$ cat config.mk
export PLATFORM = sky130hd
export DESIGN_NAME = audio_rms_peak_meter_unit
export DESIGN_NICKNAME = d
export VERILOG_FILES = /design/src/hdl/armp_pkg.sv /design/src/hdl/armp_cmp_sub.sv /design/src/hdl/audio_rms_peak_meter_unit.sv
export SDC_FILE = /design/constraint.sdc
export NUM_CORES = 1
export LEC_CHECK = 0
export ABC_AREA = 1
export BUFFER_PORTS_ARGS = -buffer_cell sky130_fd_sc_hd__buf_2
export CAP_MARGIN = 10
export CORE_ASPECT_RATIO = 2
export CORE_MARGIN = 10
export CORE_UTILIZATION = 30
export DETAILED_ROUTE_END_ITERATION = 16
export MAX_ROUTING_LAYER = met4
export SLEW_MARGIN = 0
export SYNTH_ARGS = -nofsm -noshare
export SYNTH_HDL_FRONTEND = slang
export SYNTH_HIERARCHICAL = 1
export SYNTH_SLANG_ARGS = --single-unit
$ cat constraint.sdc
create_clock -name clock -period 6.7 [get_ports clock]
set_input_delay 1.34 -clock clock [delete_from_list [all_inputs] [get_ports clock]]
set_output_delay 1.34 -clock clock [all_outputs]
set_load 0.01 [all_outputs]
$ cat src/hdl/armp_pkg.sv
// armp_pkg: shared types and constants for the audio rms / peak meter
// used by armp_cmp_sub and audio_rms_peak_meter_unit; no dependencies
`timescale 1ns / 1ps
`default_nettype none

package armp_pkg;

   localparam int SAMPLE_W     = 16;
   localparam int LEVEL_W      = 16;
   localparam int CELLS_W      = 4;
   localparam int CNT_W        = 13;
   localparam int SQUARE_W     = 2 * LEVEL_W;
   localparam int SUM_W        = 43;
   localparam int MEAN_W       = 31;
   localparam int REM_W        = CNT_W + 1;
   localparam int STEP_W       = 6;
   localparam int DIV_STEPS    = SUM_W;
   localparam int SQRT_STEPS   = (MEAN_W + 1) / 2;
   localparam int BAR_CELLS    = 10;
   localparam int BAR_MUL_W    = $clog2(BAR_CELLS + 1);
   localparam int SCALED_W     = LEVEL_W + BAR_MUL_W;
   localparam int FULL_SCALE_SHIFT = 15;
   localparam int MAX_WINDOW   = 4096;
   localparam int WINDOW_RESET = 800;
   localparam int RSP_TDATA_W  = 40;

   typedef enum logic [2:0] {
      ST_IDLE,
      ST_SQUARE,
      ST_ACCUM,
      ST_DIV,
      ST_SQRT,
      ST_DONE
   } armp_state_type;

   typedef struct packed {
      logic              ge;
      logic [MEAN_W-1:0] diff;
   } armp_cmp_result_type;

endpackage

`default_nettype wire

$ cat src/hdl/armp_cmp_sub.sv
// armp_cmp_sub: shared compare-and-subtract unit
// serves the restoring divider and the bitwise square root; uses armp_pkg
`timescale 1ns / 1ps
`default_nettype none

module armp_cmp_sub (
   input  wire logic [armp_pkg::MEAN_W-1:0] op_a,
   input  wire logic [armp_pkg::MEAN_W-1:0] op_b,
   output armp_pkg::armp_cmp_result_type    result
);
   import armp_pkg::*;

   always_comb begin
      result.ge   = (op_a >= op_b);
      result.diff = op_a - op_b;
   end

endmodule

`default_nettype wire

$ cat src/hdl/audio_rms_peak_meter_unit.sv
// audio_rms_peak_meter_unit: top level of the audio rms / peak level meter
// depends on armp_pkg and armp_cmp_sub
`timescale 1ns / 1ps
`default_nettype none

// usage
//  req channel: one signed 16-bit sample per word (req_tdata[15:0])
//  rsp channel: one report word per finished window
//    rms level [15:0], peak level [31:16], bar cells [35:32], zero pad above
//  csr_wr_en / csr_wr_data set the window length in samples; 0 acts as 1,
//  values above 4096 act as 4096; write only while the block is idle
// timing
//  a sample that does not close a window passes the accept, square and add steps
//  a closing sample passes square and add, then the one-bit-per-cycle divider,
//  the square root and a load of the output register; both loops share one
//  compare/subtract unit
//  req_tready is high only while the sequencer waits for a sample
// reset
//  synchronous, active high: accumulators clear, window returns to 800,
//  output register empties
// back pressure
//  a report waits in the output register while rsp_tready is low; the next
//  samples are still taken, and only a following report stalls until the
//  register frees up
module audio_rms_peak_meter_unit (
   input  wire logic        clock,
   input  wire logic        reset,
   input  wire logic        req_tvalid,
   output logic             req_tready,
   input  wire logic [15:0] req_tdata,   // [15:0] sample
   output logic             rsp_tvalid,
   input  wire logic        rsp_tready,
   output logic [39:0]      rsp_tdata,   // [15:0] rms_level, [31:16] peak_level,
                                         // [35:32] bar_cells, [39:36] zero
   input  wire logic        csr_wr_en,
   input  wire logic [12:0] csr_wr_data  // [12:0] window_samples
);
   import armp_pkg::*;

   // sequencer state
   armp_state_type state_ff, state_in;
   logic [STEP_W-1:0] step_ff, step_in;

   // configuration
   logic [CNT_W-1:0] window_ff, window_in;

   // window accumulators
   logic [LEVEL_W-1:0]  mag_ff, mag_in;
   logic [SQUARE_W-1:0] square_ff, square_in;
   logic [SUM_W-1:0]    sum_ff, sum_in;
   logic [LEVEL_W-1:0]  peak_ff, peak_in;
   logic [CNT_W-1:0]    count_ff, count_in;

   // end-of-window working registers
   logic [CNT_W-1:0]   divisor_ff, divisor_in;
   logic [LEVEL_W-1:0] rpt_peak_ff, rpt_peak_in;
   logic [REM_W-1:0]   rem_ff, rem_in;
   logic [SUM_W-1:0]   dvd_ff, dvd_in;
   logic [MEAN_W-1:0]  rad_ff, rad_in;
   logic [MEAN_W-1:0]  root_ff, root_in;
   logic [MEAN_W-1:0]  bit_ff, bit_in;

   // output register
   logic                   rsp_valid_ff, rsp_valid_in;
   logic [RSP_TDATA_W-1:0] rsp_data_ff, rsp_data_in;

   // shared unit
   logic [MEAN_W-1:0]   op_a, op_b;
   armp_cmp_result_type cmp;

   // helpers
   logic [CNT_W-1:0]     eff_window;
   logic [CNT_W-1:0]     count_inc;
   logic [SUM_W-1:0]     sum_next;
   logic [LEVEL_W-1:0]   peak_next;
   logic [REM_W-1:0]     div_cand;
   logic [SUM_W-1:0]     dvd_next;
   logic [SCALED_W-1:0]  scaled;
   logic [SCALED_W-FULL_SCALE_SHIFT-1:0] cells_raw;
   logic [CELLS_W-1:0]   cells;

   armp_cmp_sub u_cmp (
      .op_a   (op_a),
      .op_b   (op_b),
      .result (cmp)
   );

   // window length as used: zero acts as one, large values saturate
   always_comb begin
      priority if (window_ff == '0) begin
         eff_window = CNT_W'(1);
      end else if (window_ff > CNT_W'(MAX_WINDOW)) begin
         eff_window = CNT_W'(MAX_WINDOW);
      end else begin
         eff_window = window_ff;
      end
   end

   assign count_inc = count_ff + CNT_W'(1);
   assign sum_next  = sum_ff + SUM_W'(square_ff);
   assign peak_next = (mag_ff > peak_ff) ? mag_ff : peak_ff;
   assign div_cand  = {rem_ff[REM_W-2:0], dvd_ff[SUM_W-1]};
   assign dvd_next  = {dvd_ff[SUM_W-2:0], cmp.ge};

   // bar cells from the held peak, capped at the cell count
   assign scaled    = SCALED_W'(rpt_peak_ff) * SCALED_W'(BAR_CELLS);
   assign cells_raw = scaled[SCALED_W-1:FULL_SCALE_SHIFT];
   assign cells     = (cells_raw > (SCALED_W-FULL_SCALE_SHIFT)'(BAR_CELLS))
                      ? CELLS_W'(BAR_CELLS) : cells_raw[CELLS_W-1:0];

   // operand select for the shared unit
   always_comb begin
      unique case (state_ff)
         ST_DIV: begin
            op_a = MEAN_W'(div_cand);
            op_b = MEAN_W'(divisor_ff);
         end
         ST_SQRT: begin
            // root bits all sit above the trial bit, so or acts as add
            op_a = rad_ff;
            op_b = root_ff | bit_ff;
         end
         default: begin
            op_a = '0;
            op_b = '0;
         end
      endcase
   end

   always_comb begin
      state_in     = state_ff;
      step_in      = step_ff;
      window_in    = csr_wr_en ? csr_wr_data : window_ff;
      mag_in       = mag_ff;
      square_in    = square_ff;
      sum_in       = sum_ff;
      peak_in      = peak_ff;
      count_in     = count_ff;
      divisor_in   = divisor_ff;
      rpt_peak_in  = rpt_peak_ff;
      rem_in       = rem_ff;
      dvd_in       = dvd_ff;
      rad_in       = rad_ff;
      root_in      = root_ff;
      bit_in       = bit_ff;
      rsp_valid_in = rsp_valid_ff && !rsp_tready;
      rsp_data_in  = rsp_data_ff;
      req_tready   = 1'b0;

      unique case (state_ff)
         ST_IDLE: begin
            req_tready = 1'b1;
            if (req_tvalid) begin
               // magnitude of a two's complement sample, -32768 gives 32768
               mag_in   = req_tdata[SAMPLE_W-1] ? (LEVEL_W'(0) - req_tdata) : req_tdata;
               state_in = ST_SQUARE;
            end
         end
         ST_SQUARE: begin
            square_in = mag_ff * mag_ff;
            state_in  = ST_ACCUM;
         end
         ST_ACCUM: begin
            if (count_inc < eff_window) begin
               sum_in   = sum_next;
               peak_in  = peak_next;
               count_in = count_inc;
               state_in = ST_IDLE;
            end else begin
               // window closes: hand totals to the divider, clear accumulators
               dvd_in      = sum_next;
               rpt_peak_in = peak_next;
               divisor_in  = count_inc;
               rem_in      = '0;
               sum_in      = '0;
               peak_in     = '0;
               count_in    = '0;
               step_in     = STEP_W'(DIV_STEPS - 1);
               state_in    = ST_DIV;
            end
         end
         ST_DIV: begin
            rem_in = cmp.ge ? cmp.diff[REM_W-1:0] : div_cand;
            dvd_in = dvd_next;
            if (step_ff == '0) begin
               rad_in   = dvd_next[MEAN_W-1:0];
               root_in  = '0;
               bit_in   = MEAN_W'(1) << (MEAN_W - 1);
               step_in  = STEP_W'(SQRT_STEPS - 1);
               state_in = ST_SQRT;
            end else begin
               step_in = step_ff - STEP_W'(1);
            end
         end
         ST_SQRT: begin
            if (cmp.ge) begin
               rad_in  = cmp.diff;
               root_in = (root_ff >> 1) | bit_ff;
            end else begin
               root_in = root_ff >> 1;
            end
            bit_in = bit_ff >> 2;
            if (step_ff == '0) begin
               state_in = ST_DONE;
            end else begin
               step_in = step_ff - STEP_W'(1);
            end
         end
         ST_DONE: begin
            if (!rsp_valid_ff || rsp_tready) begin
               rsp_valid_in = 1'b1;
               rsp_data_in  = {{(RSP_TDATA_W - 2 * LEVEL_W - CELLS_W){1'b0}},
                               cells, rpt_peak_ff, root_ff[LEVEL_W-1:0]};
               state_in     = ST_IDLE;
            end
         end
         default: begin
            state_in = ST_IDLE;
         end
      endcase
   end

   always_ff @(posedge clock) begin
      if (reset) begin
         state_ff     <= ST_IDLE;
         step_ff      <= '0;
         window_ff    <= CNT_W'(WINDOW_RESET);
         sum_ff       <= '0;
         peak_ff      <= '0;
         count_ff     <= '0;
         rsp_valid_ff <= 1'b0;
      end else begin
         state_ff     <= state_in;
         step_ff      <= step_in;
         window_ff    <= window_in;
         sum_ff       <= sum_in;
         peak_ff      <= peak_in;
         count_ff     <= count_in;
         rsp_valid_ff <= rsp_valid_in;
      end
   end

   always_ff @(posedge clock) begin
      mag_ff      <= mag_in;
      square_ff   <= square_in;
      divisor_ff  <= divisor_in;
      rpt_peak_ff <= rpt_peak_in;
      rem_ff      <= rem_in;
      dvd_ff      <= dvd_in;
      rad_ff      <= rad_in;
      root_ff     <= root_in;
      bit_ff      <= bit_in;
      rsp_data_ff <= rsp_data_in;
   end

   assign rsp_tvalid = rsp_valid_ff;
   assign rsp_tdata  = rsp_data_ff;

   // an accepted sample always leaves the wait state, so req_tready is low in the cycle after
   a_accept_busy: assert property (@(posedge clock) disable iff (reset)
      (req_tvalid && req_tready) |=> !req_tready)
      else $error("sample accepted on back-to-back cycles");

   // levels in a report stay within full scale
   a_rms_range: assert property (@(posedge clock) disable iff (reset)
      rsp_tvalid |-> (rsp_tdata[15:0] <= 16'd32768 && rsp_tdata[31:16] <= 16'd32768))
      else $error("reported level above full scale");

   // bar count never exceeds the cell count
   a_cells_cap: assert property (@(posedge clock) disable iff (reset)
      rsp_tvalid |-> (rsp_tdata[35:32] <= 4'(BAR_CELLS)))
      else $error("bar cells above cap");

   // the running count stays below the largest window
   a_count_cap: assert property (@(posedge clock) disable iff (reset)
      count_ff < CNT_W'(MAX_WINDOW))
      else $error("sample count overran the window");

endmodule

`default_nettype wire
==> impl_results.md <==
- Status: complete, no violations
- Antenna Nets Post-Route: 0
- Vert. Die Dim: between 400 and 500 µm
- Crit path max fanout: 18
- Yosys reg bits: 341
- Hold path start: root_ff[10]$_SDFFCE_PN0P_
- Footprint of the multi-input gates: 0.01561 mm²
- Synth Instances: 3677
- Largest net degree at the start of global routing: 73
- Actual slew at the worst max-slew pin: around 1200 ps
- Ys Warns: 6
- Grt total ovfl: 0
- DR WL/cell: 16.90 µm
- Port bufs: 71
- Slowest cell on the critical path: edfxtp_1
- Initial DRT Pass Iterations: 7
- Critical path class: flip-flop to flip-flop
- GPL Wtd Cong: 1.002
- Area of the core: 0.09291 mm²
- Fin. Hold Viols: 0
- FP Rows: roughly 160
- CP delay by family, top: adder cells
- Root Buffer: clkbuf_16
- Clock transition at the registers of the reported paths: roughly 70 ps
- RSZ-0062 raised after global routing: no
- Synth top area share: about a quarter
- Most used DFF post-synth: edfxtp_1
- First-pass GRT wire length: 130500 µm
- Worst setup path startpoint: mag_ff[6]$_DFFE_PP_
- Seq/Total Area, Yosys: 33.07%
- Syn Area/Cell: around 7.6 µm²
- Top-count cell post-synth: nand2_1
- Final HPWL DP: 68420 µm
- Clock Path Buffers: 3
- H-tree depth: 2
- Share of layout cells above drive strength 1: around 5.7%
- Initial DRC count: 1064
- Chip Width: 236.4 µm
- Asr flop ratio synth: 0%
- Die Area: 0.1070 mm²
- Buffers & Inverters on Critical Path: 3
- Post-synthesis cell type count: 53
- Drt drc: 0
- Syn-to-layout area delta: 10.04%
- Crit path largest cell delay: 890 ps
- Setup TNS: 0 ps
- Worst Path Arrival: approximately 6600 ps
- Min-Delay Path Class: flip-flop to flip-flop
- Critical path required time: 7030 ps
- RR Startpoint: mag_ff[6]$_DFFE_PP_
- Fillers: 10020
- Post-CTS Setup Inserts: 0
- Skew-Pair Late Insertion Delay: 590 ps
- Critical Path Most Common Cell: fa_1
- Top cells by area, synth: edfxtp_1, nand2_1, fa_1
- Total GRT Usage: 15.94%
- Vias per inst: 4.623
- Starting Density: a little under a third
- Crit path time final: 6280 ps
- Final Max Slew Viols: 0
- Relative slew slack: 21.94%
- Number of global-route vias before repair: 24110
- Area leader, netlist: edfxtp_1
- Num CTS Buffers: 35
- Clock sink count: about 340
- CTS tree: yes
- Setup violations, final: 0
- Post-Route Skew: 38.14 ps
- EDFF count, synth: 246
- Final cycle utilization of the critical path: 93.74%
- CP Launch Type: flip-flop
- Total number of vias: 22830
- Initial antenna violation count: 1
- Crit. End Element: flip-flop
- Cell breakdown of the critical path: nand2_1 > fa_1 > inv_1 > fa_1 > fa_1 > fa_1 > fa_1 > inv_1 > fa_1 > inv_1 > ha_1 > a21oi_1 > o21ai_0 > a21oi_1 > nand3_1 > a21o_1 > nand2_1 > nand2_1 > nand2_1 > nand2_1
- Total area of sequential cells: 0.009289 mm²
- Final wirelength: 83460 µm
- Cts hold-fix bufs: 0
- IO Pins: 76
- Layout net count: 4133
- Mapped Area: approximately 0.028 mm²
- Max Cap Viol: 0
- CTS resizes: 0
- Most frequent cells after synthesis: nand2_1, inv_1, nor2_1
- Highest Clock Rate: 0.1592 GHz
state kept, by name, indices dropped and copies added, names as in the netlist, 16 cells and up:
register,count
bit_ff,16
dvd_ff,43
mag_ff,16
peak_ff,16
rad_ff,31
root_ff,31
rpt_peak_ff,16
rsp_tdata,36
square_ff,31
sum_ff,43
final cells by class:
cell class	count	share of cell area, %
multi-input cells	2495	50.51
diodes	1	0.008096
inverters	741	9.007
well taps	1200	4.858
clock inverters	22	0.7084
flip-flops and latches	341	30.05
repair buffers	98	1.813
clock buffers	41	3.040
worst paths after layout:
kind / endpoint / slack, ps / depth (start not counted)
setup / recovery: square_ff[29]$_DFFE_PP_ / 420 / 20
hold / removal: rsp_tdata[10]$_DFFE_PP_ / 450 / 0
hold reg to reg: rsp_tdata[10]$_DFFE_PP_ / 450 / 0
setup reg to reg: square_ff[29]$_DFFE_PP_ / 420 / 20
placed cells by master (no fill, tap or decap), types with 4 or more instances in the layout:
| cell | count |
|---|---|
| o21ai_1 | 4 |
| nand3_2 | 4 |
| inv_6 | 5 |
| a21boi_0 | 5 |
| or2_2 | 5 |
| dfxtp_1 | 95 |
| nand3_1 | 94 |
| fa_1 | 165 |
| o21a_1 | 4 |
| buf_4 | 28 |
| o21ai_0 | 111 |
| nor3_1 | 21 |
| edfxtp_1 | 246 |
| o22ai_1 | 6 |
| nand3b_1 | 11 |
| o21bai_1 | 11 |
| a211o_1 | 7 |
| nand4_1 | 35 |
| nor2_1 | 317 |
| xnor2_1 | 25 |
| inv_1 | 737 |
| buf_2 | 70 |
| a31oi_1 | 15 |
| nand2_1 | 1103 |
| a21oi_2 | 17 |
| a21oi_1 | 186 |
| clkbuf_16 | 36 |
| nand2_2 | 17 |
| ha_1 | 222 |
| conb_1 | 4 |
| clkinv_2 | 7 |
| xor2_1 | 75 |
worst reg2reg max path, stage by stage (launching register included):
cell	delay (ps)
edfxtp_1	890
nand2_1	280
fa_1	590
inv_1	50
fa_1	470
fa_1	520
fa_1	530
fa_1	550
inv_1	50
fa_1	520
inv_1	40
ha_1	340
a21oi_1	210
o21ai_0	160
a21oi_1	220
nand3_1	150
a21o_1	210
nand2_1	80
nand2_1	50
nand2_1	60
nand2_1	40
stage by stage:
stage | util, % | area, µm² | instances | worst slack, ps | hold slack, ps
global route | 33.27 | 30910 | 4939 | 89.39 | 466.3
detailed placement | 32.02 | 29750 | 4875 | 476.8 | 438.4
finish | 33.27 | 30910 | 4939 | 419.7 | 449.7
global placement | 32.02 | 29750 | 4875 | 518.7 | 435.8
CTS | 33.26 | 30910 | 4938 | 422.6 | 454.6
floorplan | - | 28100 | 3680 | 905.0 | 420.8
cells by family (layout without fill, tap and decap cells):
logic type / after synthesis / count (layout) / synth area share, %
other: 1 / 5 / 0.01335
flip-flops: 341 / 341 / 33.07
XOR/XNOR: 100 / 100 / 3.118
buffers and inverters: 844 / 902 / 11.51
multiplexers: 1 / 1 / 0.04009
AND/OR/NAND/NOR: 1621 / 1621 / 23.01
AO/OA/AOI/OAI: 382 / 382 / 7.595
adder cells (fa/ha/maj): 387 / 387 / 21.65
per-layer routing:
metal	vias up	global-route usage, %	part of all wire, %
met1	10650	13.52	33
li1	11470	-	-
met3	270	1.296	2.3
met5	-	-	0
met2	446	31.41	57
met4	0	12.02	8.2
Power is left out: the tool's default activity adds up to more than one toggle a clock period on the data nets, which glitch-free logic cannot reach.
